File: config.mk
export PLATFORM = sky130hd
export DESIGN_NAME = skeleton_file_format_sniffer
export DESIGN_NICKNAME = d
export VERILOG_FILES = /design/src/sfs_pkg.sv /design/src/sfs_text_check.sv /design/src/sfs_bin_check.sv /design/src/skeleton_file_format_sniffer.sv
export SDC_FILE = /design/constraint.sdc
export NUM_CORES = 1
export LEC_CHECK = 0
export ABC_AREA = 0
export BUFFER_PORTS_ARGS = -buffer_cell sky130_fd_sc_hd__clkbuf_2
export CAP_MARGIN = 10
export CORE_ASPECT_RATIO = 1.25
export CORE_MARGIN = 8
export CORE_UTILIZATION = 25
export DETAILED_ROUTE_END_ITERATION = 16
export HOLD_SLACK_MARGIN = 0.08
export SLEW_MARGIN = 10
export SYNTH_ARGS = -nofsm -noshare
export SYNTH_HDL_FRONTEND = slang
export SYNTH_SLANG_ARGS = --single-unit
File: constraint.sdc
create_clock -name aclk -period 6.75 [get_ports aclk]
set_input_delay 2.025 -clock aclk [delete_from_list [all_inputs] [get_ports aclk]]
set_output_delay 2.025 -clock aclk [all_outputs]
set_load 0.02 [all_outputs]
File: src/sfs_pkg.sv
package sfs_pkg;

    localparam int SEARCH_WINDOW   = 512;
    localparam int TEXT_MIN_SIZE   = 160;
    localparam int FIXED_MIN_SIZE  = 15;
    localparam int FIXED_LEN_INDEX = 8;
    localparam int STR_MIN_SIZE    = 40;
    localparam int POS_MAX         = 1023;
    localparam int SKEL_KEY_LEN    = 10;
    localparam int VER_KEY_LEN     = 7;

    localparam logic [7:0] CH_QUOTE = 8'h22;
    localparam logic [7:0] CH_DOT   = 8'h2E;
    localparam logic [7:0] CH_PLUS  = 8'h2B;
    localparam logic [7:0] CH_SLASH = 8'h2F;

    typedef enum logic [1:0] {
        FMT_NONE   = 2'd0,
        FMT_TEXT   = 2'd1,
        FMT_FIXED  = 2'd2,
        FMT_STRING = 2'd3
    } fmt_t;

    typedef enum logic [1:0] {
        QP_WAIT   = 2'd0,
        QP_IN     = 2'd1,
        QP_CLOSED = 2'd2
    } qphase_t;

    // One byte as the checkers see it
    typedef struct packed {
        logic        en;        // byte taken this cycle
        logic        last;      // final byte of the file
        logic [7:0]  data;
        logic [9:0]  idx;       // byte index, saturated
        logic        have_idx;  // index still valid (below saturation)
        logic [10:0] count;     // bytes seen including this one
    } step_t;

    typedef struct packed {
        logic       hit;
        logic [8:0] offset;
        logic [8:0] length;
    } verdict_t;

    function automatic logic is_digit_or_dot(input logic [7:0] c);
        return (c >= 8'h30 && c <= 8'h39) || c == CH_DOT;
    endfunction

    function automatic logic is_hash_char(input logic [7:0] c);
        return (c >= 8'h30 && c <= 8'h39) || (c >= 8'h41 && c <= 8'h5A) ||
               (c >= 8'h61 && c <= 8'h7A) || c == CH_PLUS || c == CH_SLASH;
    endfunction

    // "skeleton" with its quotes
    function automatic logic [7:0] skel_key_char(input logic [3:0] p);
        logic [7:0] ch;
        case (p)
            4'd0:    ch = CH_QUOTE;
            4'd1:    ch = 8'h73;
            4'd2:    ch = 8'h6B;
            4'd3:    ch = 8'h65;
            4'd4:    ch = 8'h6C;
            4'd5:    ch = 8'h65;
            4'd6:    ch = 8'h74;
            4'd7:    ch = 8'h6F;
            4'd8:    ch = 8'h6E;
            4'd9:    ch = CH_QUOTE;
            default: ch = 8'h00;
        endcase
        return ch;
    endfunction

    // "spine" with its quotes
    function automatic logic [7:0] ver_key_char(input logic [2:0] p);
        logic [7:0] ch;
        case (p)
            3'd0:    ch = CH_QUOTE;
            3'd1:    ch = 8'h73;
            3'd2:    ch = 8'h70;
            3'd3:    ch = 8'h69;
            3'd4:    ch = 8'h6E;
            3'd5:    ch = 8'h65;
            3'd6:    ch = CH_QUOTE;
            default: ch = 8'h00;
        endcase
        return ch;
    endfunction

endpackage

File: src/sfs_text_check.sv
module sfs_text_check (
    input  logic             aclk,
    input  logic             aresetn,
    input  sfs_pkg::step_t   st,
    output sfs_pkg::verdict_t verdict
);

    logic [3:0]       skel_prog_reg, skel_prog_upd, skel_prog_next;
    logic             skel_seen_reg, skel_seen_upd, skel_seen_next;
    logic [2:0]       ver_prog_reg, ver_prog_upd, ver_prog_next;
    logic             ver_seen_reg, ver_seen_upd, ver_seen_next;
    sfs_pkg::qphase_t phase_reg, phase_upd, phase_next;
    logic [8:0]       start_reg, start_upd, start_next;
    logic [8:0]       len_reg, len_upd, len_next;
    logic             ok_reg, ok_upd, ok_next;
    logic             window;
    logic             clear;
    logic             quote;

    assign window = st.en && st.have_idx && ({1'b0, st.idx} < 11'(sfs_pkg::SEARCH_WINDOW));
    assign clear  = st.en && st.last;
    assign quote  = (st.data == sfs_pkg::CH_QUOTE);

    // key matchers
    always_comb begin
        skel_prog_upd = skel_prog_reg;
        skel_seen_upd = skel_seen_reg;
        ver_prog_upd  = ver_prog_reg;
        ver_seen_upd  = ver_seen_reg;
        if (window && !skel_seen_reg) begin
            if (st.data == sfs_pkg::skel_key_char(skel_prog_reg)) begin
                skel_prog_upd = skel_prog_reg + 4'd1;
            end else begin
                skel_prog_upd = quote ? 4'd1 : 4'd0;
            end
            skel_seen_upd = (skel_prog_upd >= 4'(sfs_pkg::SKEL_KEY_LEN));
        end
        if (window && !ver_seen_reg) begin
            if (st.data == sfs_pkg::ver_key_char(ver_prog_reg)) begin
                ver_prog_upd = ver_prog_reg + 3'd1;
            end else begin
                ver_prog_upd = quote ? 3'd1 : 3'd0;
            end
            ver_seen_upd = (ver_prog_upd >= 3'(sfs_pkg::VER_KEY_LEN));
        end
    end

    // quote phase: next state
    always_comb begin
        phase_upd = phase_reg;
        if (window && ver_seen_reg && quote) begin
            case (phase_reg)
                sfs_pkg::QP_WAIT: phase_upd = sfs_pkg::QP_IN;
                sfs_pkg::QP_IN:   phase_upd = sfs_pkg::QP_CLOSED;
                default:          phase_upd = phase_reg;
            endcase
        end
    end

    // quote phase: version capture
    always_comb begin
        start_upd = start_reg;
        len_upd   = len_reg;
        ok_upd    = ok_reg;
        if (window && ver_seen_reg) begin
            case (phase_reg)
                sfs_pkg::QP_WAIT: begin
                    if (quote) begin
                        start_upd = 9'(st.idx + 10'd1);
                        len_upd   = 9'd0;
                    end
                end
                sfs_pkg::QP_IN: begin
                    if (!quote) begin
                        len_upd = len_reg + 9'd1;
                        if (!sfs_pkg::is_digit_or_dot(st.data)) ok_upd = 1'b0;
                    end
                end
                default: ;
            endcase
        end
    end

    always_comb begin
        if (clear) begin
            skel_prog_next = '0;
            skel_seen_next = 1'b0;
            ver_prog_next  = '0;
            ver_seen_next  = 1'b0;
            phase_next     = sfs_pkg::QP_WAIT;
            start_next     = '0;
            len_next       = '0;
            ok_next        = 1'b1;
        end else begin
            skel_prog_next = skel_prog_upd;
            skel_seen_next = skel_seen_upd;
            ver_prog_next  = ver_prog_upd;
            ver_seen_next  = ver_seen_upd;
            phase_next     = phase_upd;
            start_next     = start_upd;
            len_next       = len_upd;
            ok_next        = ok_upd;
        end
    end

    always_ff @(posedge aclk) begin
        if (!aresetn) begin
            skel_prog_reg <= '0;
            skel_seen_reg <= 1'b0;
            ver_prog_reg  <= '0;
            ver_seen_reg  <= 1'b0;
            phase_reg     <= sfs_pkg::QP_WAIT;
            start_reg     <= '0;
            len_reg       <= '0;
            ok_reg        <= 1'b1;
        end else begin
            skel_prog_reg <= skel_prog_next;
            skel_seen_reg <= skel_seen_next;
            ver_prog_reg  <= ver_prog_next;
            ver_seen_reg  <= ver_seen_next;
            phase_reg     <= phase_next;
            start_reg     <= start_next;
            len_reg       <= len_next;
            ok_reg        <= ok_next;
        end
    end

    assign verdict.hit    = (st.count >= 11'(sfs_pkg::TEXT_MIN_SIZE)) && skel_seen_upd &&
                            ver_seen_upd && (phase_upd == sfs_pkg::QP_CLOSED) && ok_upd;
    assign verdict.offset = start_upd;
    assign verdict.length = len_upd;

endmodule

File: src/sfs_bin_check.sv
module sfs_bin_check (
    input  logic              aclk,
    input  logic              aresetn,
    input  sfs_pkg::step_t    st,
    output sfs_pkg::verdict_t fixed_verdict,
    output sfs_pkg::verdict_t str_verdict
);

    logic [7:0] flen_reg, flen_upd, flen_next;
    logic       fok_reg, fok_upd, fok_next;
    logic [7:0] hlen_reg, hlen_upd, hlen_next;
    logic       hok_reg, hok_upd, hok_next;
    logic [7:0] svlen_reg, svlen_upd, svlen_next;
    logic [8:0] svstart_reg, svstart_upd, svstart_next;
    logic       svok_reg, svok_upd, svok_next;
    logic       act;
    logic       clear;
    logic [10:0] idx_w;

    assign act   = st.en && st.have_idx;
    assign clear = st.en && st.last;
    assign idx_w = {1'b0, st.idx};

    // fixed-length version after the length byte
    always_comb begin
        flen_upd = flen_reg;
        fok_upd  = fok_reg;
        if (act) begin
            if (st.idx == 10'(sfs_pkg::FIXED_LEN_INDEX)) begin
                flen_upd = st.data;
                if (st.data == 8'd0) fok_upd = 1'b0;
            end else if (st.idx > 10'(sfs_pkg::FIXED_LEN_INDEX) && flen_reg != 8'd0 &&
                         idx_w < 11'(sfs_pkg::FIXED_LEN_INDEX) + {3'b0, flen_reg}) begin
                if (!sfs_pkg::is_digit_or_dot(st.data)) fok_upd = 1'b0;
            end
        end
    end

    // length-prefixed hash, then length-prefixed version
    always_comb begin
        hlen_upd    = hlen_reg;
        hok_upd     = hok_reg;
        svlen_upd   = svlen_reg;
        svstart_upd = svstart_reg;
        svok_upd    = svok_reg;
        if (act) begin
            if (st.idx == 10'd0) begin
                hlen_upd = st.data;
                if (st.data == 8'd0) hok_upd = 1'b0;
            end else if (hlen_reg != 8'd0) begin
                if (idx_w < {3'b0, hlen_reg}) begin
                    if (!sfs_pkg::is_hash_char(st.data)) hok_upd = 1'b0;
                end else if (idx_w == {3'b0, hlen_reg}) begin
                    svlen_upd   = st.data;
                    svstart_upd = 9'(st.idx + 10'd1);
                    if (st.data == 8'd0) svok_upd = 1'b0;
                end else if (svlen_reg != 8'd0 &&
                             idx_w < {3'b0, hlen_reg} + {3'b0, svlen_reg}) begin
                    if (!sfs_pkg::is_digit_or_dot(st.data)) svok_upd = 1'b0;
                end
            end
        end
    end

    always_comb begin
        if (clear) begin
            flen_next    = '0;
            fok_next     = 1'b1;
            hlen_next    = '0;
            hok_next     = 1'b1;
            svlen_next   = '0;
            svstart_next = '0;
            svok_next    = 1'b1;
        end else begin
            flen_next    = flen_upd;
            fok_next     = fok_upd;
            hlen_next    = hlen_upd;
            hok_next     = hok_upd;
            svlen_next   = svlen_upd;
            svstart_next = svstart_upd;
            svok_next    = svok_upd;
        end
    end

    always_ff @(posedge aclk) begin
        if (!aresetn) begin
            flen_reg    <= '0;
            fok_reg     <= 1'b1;
            hlen_reg    <= '0;
            hok_reg     <= 1'b1;
            svlen_reg   <= '0;
            svstart_reg <= '0;
            svok_reg    <= 1'b1;
        end else begin
            flen_reg    <= flen_next;
            fok_reg     <= fok_next;
            hlen_reg    <= hlen_next;
            hok_reg     <= hok_next;
            svlen_reg   <= svlen_next;
            svstart_reg <= svstart_next;
            svok_reg    <= svok_next;
        end
    end

    assign fixed_verdict.hit    = (st.count >= 11'(sfs_pkg::FIXED_MIN_SIZE)) &&
                                  flen_upd != 8'd0 && fok_upd &&
                                  st.count >= 11'(sfs_pkg::FIXED_LEN_INDEX) + {3'b0, flen_upd};
    assign fixed_verdict.offset = 9'(sfs_pkg::FIXED_LEN_INDEX + 1);
    assign fixed_verdict.length = {1'b0, flen_upd} - 9'd1;

    assign str_verdict.hit    = (st.count >= 11'(sfs_pkg::STR_MIN_SIZE)) &&
                                hlen_upd != 8'd0 && hok_upd &&
                                st.count >= {3'b0, hlen_upd} + 11'd1 &&
                                svlen_upd != 8'd0 && svok_upd &&
                                st.count >= {3'b0, hlen_upd} + {3'b0, svlen_upd};
    assign str_verdict.offset = svstart_upd;
    assign str_verdict.length = {1'b0, svlen_upd} - 9'd1;

endmodule

File: src/skeleton_file_format_sniffer.sv
// Sniffs a file streamed one byte per beat and returns one verdict beat after the beat
// marked tlast: format (none, text, fixed binary, string binary), version offset and
// version length. It takes one byte every cycle unless a last byte waits on a pending
// verdict; each byte waits in the input register, then updates the matcher and counter
// state, and the verdict of a last byte reaches the master side in the next cycle. Only
// the master side stalls it: a pending verdict stalls input only when the next last byte arrives.
module skeleton_file_format_sniffer (
    input  logic        aclk,
    input  logic        aresetn,
    input  logic        s_axis_tvalid,
    output logic        s_axis_tready,
    input  logic [7:0]  s_axis_tdata,   // [7:0] data_byte
    input  logic        s_axis_tlast,   // last_byte
    output logic        m_axis_tvalid,
    input  logic        m_axis_tready,
    output logic [23:0] m_axis_tdata    // [1:0] format_found, [10:2] version_offset,
                                        // [19:11] version_length, [23:20] zero
);

    logic              in_vld_reg, in_vld_next;
    logic [7:0]        in_data_reg;
    logic              in_last_reg;
    logic [9:0]        pos_reg, pos_next;
    logic              pos_over_reg, pos_over_next;
    logic              out_vld_reg, out_vld_next;
    sfs_pkg::fmt_t     out_fmt_reg, out_fmt_next;
    logic [8:0]        out_off_reg, out_off_next;
    logic [8:0]        out_len_reg, out_len_next;
    logic              consume;
    logic              s_fire;
    sfs_pkg::step_t    st;
    sfs_pkg::verdict_t text_v, fixed_v, str_v;

    // a non-last byte always moves on; a last byte needs the result slot
    assign consume       = in_vld_reg && (!in_last_reg || !out_vld_reg || m_axis_tready);
    assign s_axis_tready = !in_vld_reg || consume;
    assign s_fire        = s_axis_tvalid && s_axis_tready;

    assign st.en       = consume;
    assign st.last     = in_last_reg;
    assign st.data     = in_data_reg;
    assign st.idx      = pos_reg;
    assign st.have_idx = !pos_over_reg;
    assign st.count    = pos_over_reg ? 11'(sfs_pkg::POS_MAX + 1) : {1'b0, pos_reg} + 11'd1;

    sfs_text_check u_text (
        .aclk    (aclk),
        .aresetn (aresetn),
        .st      (st),
        .verdict (text_v)
    );

    sfs_bin_check u_bin (
        .aclk          (aclk),
        .aresetn       (aresetn),
        .st            (st),
        .fixed_verdict (fixed_v),
        .str_verdict   (str_v)
    );

    always_comb begin
        in_vld_next   = s_fire ? 1'b1 : (consume ? 1'b0 : in_vld_reg);
        pos_next      = pos_reg;
        pos_over_next = pos_over_reg;
        if (consume) begin
            if (in_last_reg) begin
                pos_next      = '0;
                pos_over_next = 1'b0;
            end else if (pos_reg < 10'(sfs_pkg::POS_MAX)) begin
                pos_next = pos_reg + 10'd1;
            end else begin
                pos_over_next = 1'b1;
            end
        end
    end

    // pick the first check that passes
    always_comb begin
        out_vld_next = out_vld_reg && !m_axis_tready;
        out_fmt_next = out_fmt_reg;
        out_off_next = out_off_reg;
        out_len_next = out_len_reg;
        if (consume && in_last_reg) begin
            out_vld_next = 1'b1;
            if (text_v.hit) begin
                out_fmt_next = sfs_pkg::FMT_TEXT;
                out_off_next = text_v.offset;
                out_len_next = text_v.length;
            end else if (fixed_v.hit) begin
                out_fmt_next = sfs_pkg::FMT_FIXED;
                out_off_next = fixed_v.offset;
                out_len_next = fixed_v.length;
            end else if (str_v.hit) begin
                out_fmt_next = sfs_pkg::FMT_STRING;
                out_off_next = str_v.offset;
                out_len_next = str_v.length;
            end else begin
                out_fmt_next = sfs_pkg::FMT_NONE;
                out_off_next = '0;
                out_len_next = '0;
            end
        end
    end

    always_ff @(posedge aclk) begin
        if (!aresetn) begin
            in_vld_reg   <= 1'b0;
            pos_reg      <= '0;
            pos_over_reg <= 1'b0;
            out_vld_reg  <= 1'b0;
        end else begin
            in_vld_reg   <= in_vld_next;
            pos_reg      <= pos_next;
            pos_over_reg <= pos_over_next;
            out_vld_reg  <= out_vld_next;
        end
    end

    always_ff @(posedge aclk) begin
        if (s_fire) begin
            in_data_reg <= s_axis_tdata;
            in_last_reg <= s_axis_tlast;
        end
        out_fmt_reg <= out_fmt_next;
        out_off_reg <= out_off_next;
        out_len_reg <= out_len_next;
    end

    assign m_axis_tvalid = out_vld_reg;
    assign m_axis_tdata  = {4'b0, out_len_reg, out_off_reg, out_fmt_reg};

    a_last_gives_result: assert property (@(posedge aclk) disable iff (!aresetn)
        (consume && in_last_reg) |=> m_axis_tvalid)
        else $error("last byte consumed without a verdict");

    a_none_is_zero: assert property (@(posedge aclk) disable iff (!aresetn)
        (m_axis_tvalid && out_fmt_reg == sfs_pkg::FMT_NONE) |->
        (out_off_reg == 9'd0 && out_len_reg == 9'd0))
        else $error("verdict without format carries version data");

    a_fixed_offset: assert property (@(posedge aclk) disable iff (!aresetn)
        (m_axis_tvalid && out_fmt_reg == sfs_pkg::FMT_FIXED) |->
        (out_off_reg == 9'(sfs_pkg::FIXED_LEN_INDEX + 1)))
        else $error("fixed binary verdict with wrong offset");

    a_pos_saturated: assert property (@(posedge aclk) disable iff (!aresetn)
        pos_over_reg |-> (pos_reg == 10'(sfs_pkg::POS_MAX)))
        else $error("byte counter overflowed");

    a_file_restart: assert property (@(posedge aclk) disable iff (!aresetn)
        (consume && in_last_reg) |=> (pos_reg == 10'd0 && !pos_over_reg))
        else $error("byte counter not cleared after a file");

endmodule

==> impl_metrics.json <==
{
  "max_freq_mhz": 154,
  "final_layout_size_suffix_gt1_frac": 0.142,
  "critPathSlowestCell": "or4_4",
  "ys.flop_type": "dfxtp_1",
  "setup_viol": 0,
  "fin_crit_ns": 6.48,
  "final_net_count": 1169,
  "critical_path_buf_inv_count": 4,
  "power_leakage_nw": 4.16,
  "cts_sinks": 115,
  "worstPathRequired_ns": 7.02,
  "clockRootBuffer": "clkbuf_16",
  "p_comb_frac": 0.102,
  "hpwl_mm": 19.0,
  "cts_resized": 0,
  "netlist_area_um2": 8370,
  "path_common_cell": "buf_4",
  "seq_area_frac_synth": 0.310,
  "start_kind": "input port",
  "crit_start": "m_axis_tready",
  "p_clk_frac": 0.493,
  "finalPower_mw": 1.81,
  "cp_top_family": "compound AO/OA/AOI/OAI gates",
  "power_switching_uw": 481,
  "h-tree-depth": 4,
  "nFillCells": 3482,
  "cp_max_fo": 10,
  "hold_class": "flip-flop to flip-flop",
  "ys_seq_elements": 115,
  "grt_pass1_vias": 7372,
  "syn_inst": 1001,
  "num_rows": 75,
  "wire_per_inst_um": 16.9,
  "avgSynthCellArea_um2": 8.37,
  "antenna_left": 0,
  "ir_drop_mv": 0.164,
  "finalCritPeriodShare": 0.960,
  "crit_path_end_kind": "flip-flop",
  "path_class": "input port to flip-flop",
  "io_pins": 39,
  "n_antenna_cell": 0,
  "clockBufferDepth": 2,
  "dp.cells": 1470,
  "cts_tree": "done",
  "avgViaCountPerCell": 5.03,
  "syn2layout_area_growth_pct": 18.3,
  "tightest_slew_ns": 1.09,
  "die_w_um": 180,
  "io_buffers": 34,
  "placed_cell_area_um2": 9320,
  "initial_core_util": 0.251,
  "antenna_found_initial": 0,
  "fin_cells": 1502,
  "max-slew-margin-rel": 0.270,
  "yosysWarnings": 0,
  "switching_share": 0.265,
  "rsz0062_at_grt": "no",
  "gr-total-overflow": 0,
  "p_seq_frac": 0.405,
  "drv_slew": 0,
  "clk_latency_ns": 0.43,
  "outcome": "finished, final reports clean",
  "drc": 0,
  "grt_max_degree": 53,
  "r2r-start": "pos_reg[7]",
  "dr.pass1.iters": 6,
  "critPathMaxStageDelay_ns": 0.53,
  "hold_path_startpoint": "u_text.ok_reg",
  "grt_pass1_wl_mm": 39.9,
  "grt_usage": 0.127,
  "gp_congestion": 0.921,
  "tritoncts.num_buffers": 17,
  "cts_hold_buf": 0,
  "max_cap_viol_count": 0,
  "largest_reg_flops": 10,
  "postCtsSetupBuffers": 0,
  "clk_pin_slew_worst_paths_ns": 0.06,
  "finalWirelength_mm": 25.4,
  "fin_skew_ns": 0.0120,
  "ys_types": 80,
  "p_int_mw": 1.33,
  "synth-edff-count": 29,
  "coreArea_um2": 33300,
  "final_cell_area_um2": 9910,
  "ys_async_sr_fraction": 0,
  "vias": 7560,
  "drt_iter0_drc": 500,
  "critical_path.cell_chain": "clkbuf_2, nand3b_1, buf_4, nand3b_1, nor3_1, buf_4, o21ai_0, and3_1, or2_2, ha_1, o21ai_1, a211oi_1, a2111oi_0, ha_1, a211o_1, a211oi_1, or4_4, a311oi_4, buf_4, o2111ai_2, a22oi_2",
  "dieArea_um2": 39600,
  "cp.arrival_ns": 6.74,
  "power.density_nw_per_um2": 183,
  "die_h_um": 221,
  "hold_violations": 0,
  "postLayoutCoreUtil": 0.297
}
==> cell families after synthesis <==
logic type | synth area share
other | 0.000448
muxes | 0.0414
buffers and inverters | 0.0527
adders and majority gates | 0.135
AOI/OAI and AO/OA | 0.183
DFF | 0.310
and+or+nand+nor | 0.220
xor gates and xnor gates | 0.0575
==> placed cells by master (no fill, tap or decap), types with 10 or more instances in the layout <==
master / count
dfxtp_1: 86
clkbuf_16: 18
a31oi_1: 10
nand2_1: 77
nor2b_1: 13
nand2b_1: 11
o31ai_1: 10
a211oi_1: 12
mux2i_1: 29
and2_1: 22
a21oi_1: 63
ha_1: 89
inv_1: 61
xor2_1: 21
edfxtp_1: 29
xnor2_1: 34
and3_1: 13
nor3_1: 16
a21o_1: 12
buf_4: 55
o21ai_0: 49
clkbuf_2: 34
nand3_1: 20
a21boi_0: 10
nand4_1: 13
nor2_1: 124
==> cells in the mapped netlist, types with 12 or more instances <==
library cell / instances / share of area
a211oi_1: 12 / 0.011
a21o_1: 12 / 0.011
a21oi_1: 63 / 0.038
and2_1: 22 / 0.016
and3_1: 13 / 0.0097
clkbuf_1: 32 / 0.014
dfxtp_1: 86 / 0.21
edfxtp_1: 29 / 0.10
ha_1: 89 / 0.13
inv_1: 61 / 0.027
mux2i_1: 29 / 0.035
nand2_1: 77 / 0.035
nand3_1: 20 / 0.012
nand4_1: 13 / 0.0097
nor2_1: 125 / 0.056
nor2b_1: 13 / 0.0097
nor3_1: 16 / 0.0096
o21ai_0: 49 / 0.029
xnor2_1: 34 / 0.036
xor2_1: 21 / 0.022
==> final cells by class <==
cell class | count | area, um^2 | share of cell area
multi-input combinational | 780 | 5370 | 0.541
sequential | 115 | 2590 | 0.262
timing repair buffer | 90 | 603 | 0.0609
tap | 423 | 529 | 0.0534
clock buffer | 20 | 468 | 0.0472
inverter | 62 | 233 | 0.0235
clock inverter | 12 | 118 | 0.0119
==> tightest hold or removal path, delay by kind of cell (launching register included) <==
kind | cells | cell delay [ns]
AND/OR/NAND/NOR | 1 | 0.06
flip-flops | 1 | 0.29
AO/OA/AOI/OAI | 1 | 0.08
==> layer usage <==
metal,wire length [um],vias up,global-route usage
met2,12200,238,0.222
met3,1420,54,0.0258
met4,1090,0,0.0673
li1,-,3695,-
met1,10700,3573,0.146
met5,0,-,0
==> power groups by stage <==
stage	Combinational [mW]	Clock [mW]	Sequential, mW
CTS	0.185	0.909	0.735
global placement	0.182	0	0.750
floorplan	0.127	0	0.738
global route	0.203	0.940	0.736
detailed placement	0.183	0	0.750
finish	0.185	0.894	0.735
==> metrics by stage <==
step	setup TNS, ns	worst slack (ns)	hold slack, ns
floorplan	0	0.0164	0.442
global placement	-0.721	-0.0877	0.455
detailed placement	-1.01	-0.115	0.469
CTS	0	0.293	0.478
global route	0	0.000888	0.517
finish	0	0.272	0.477
==> path summary, 6_finish.rpt <==
check,end,slack (ns),cells past startpoint
min,u_text.ok_reg,0.48,2
min reg2reg,u_text.ok_reg,0.48,2
max reg2reg,out_len_reg[7],1.04,21
max,out_len_reg[7],0.27,21
(Power assumes the default switching activity.)
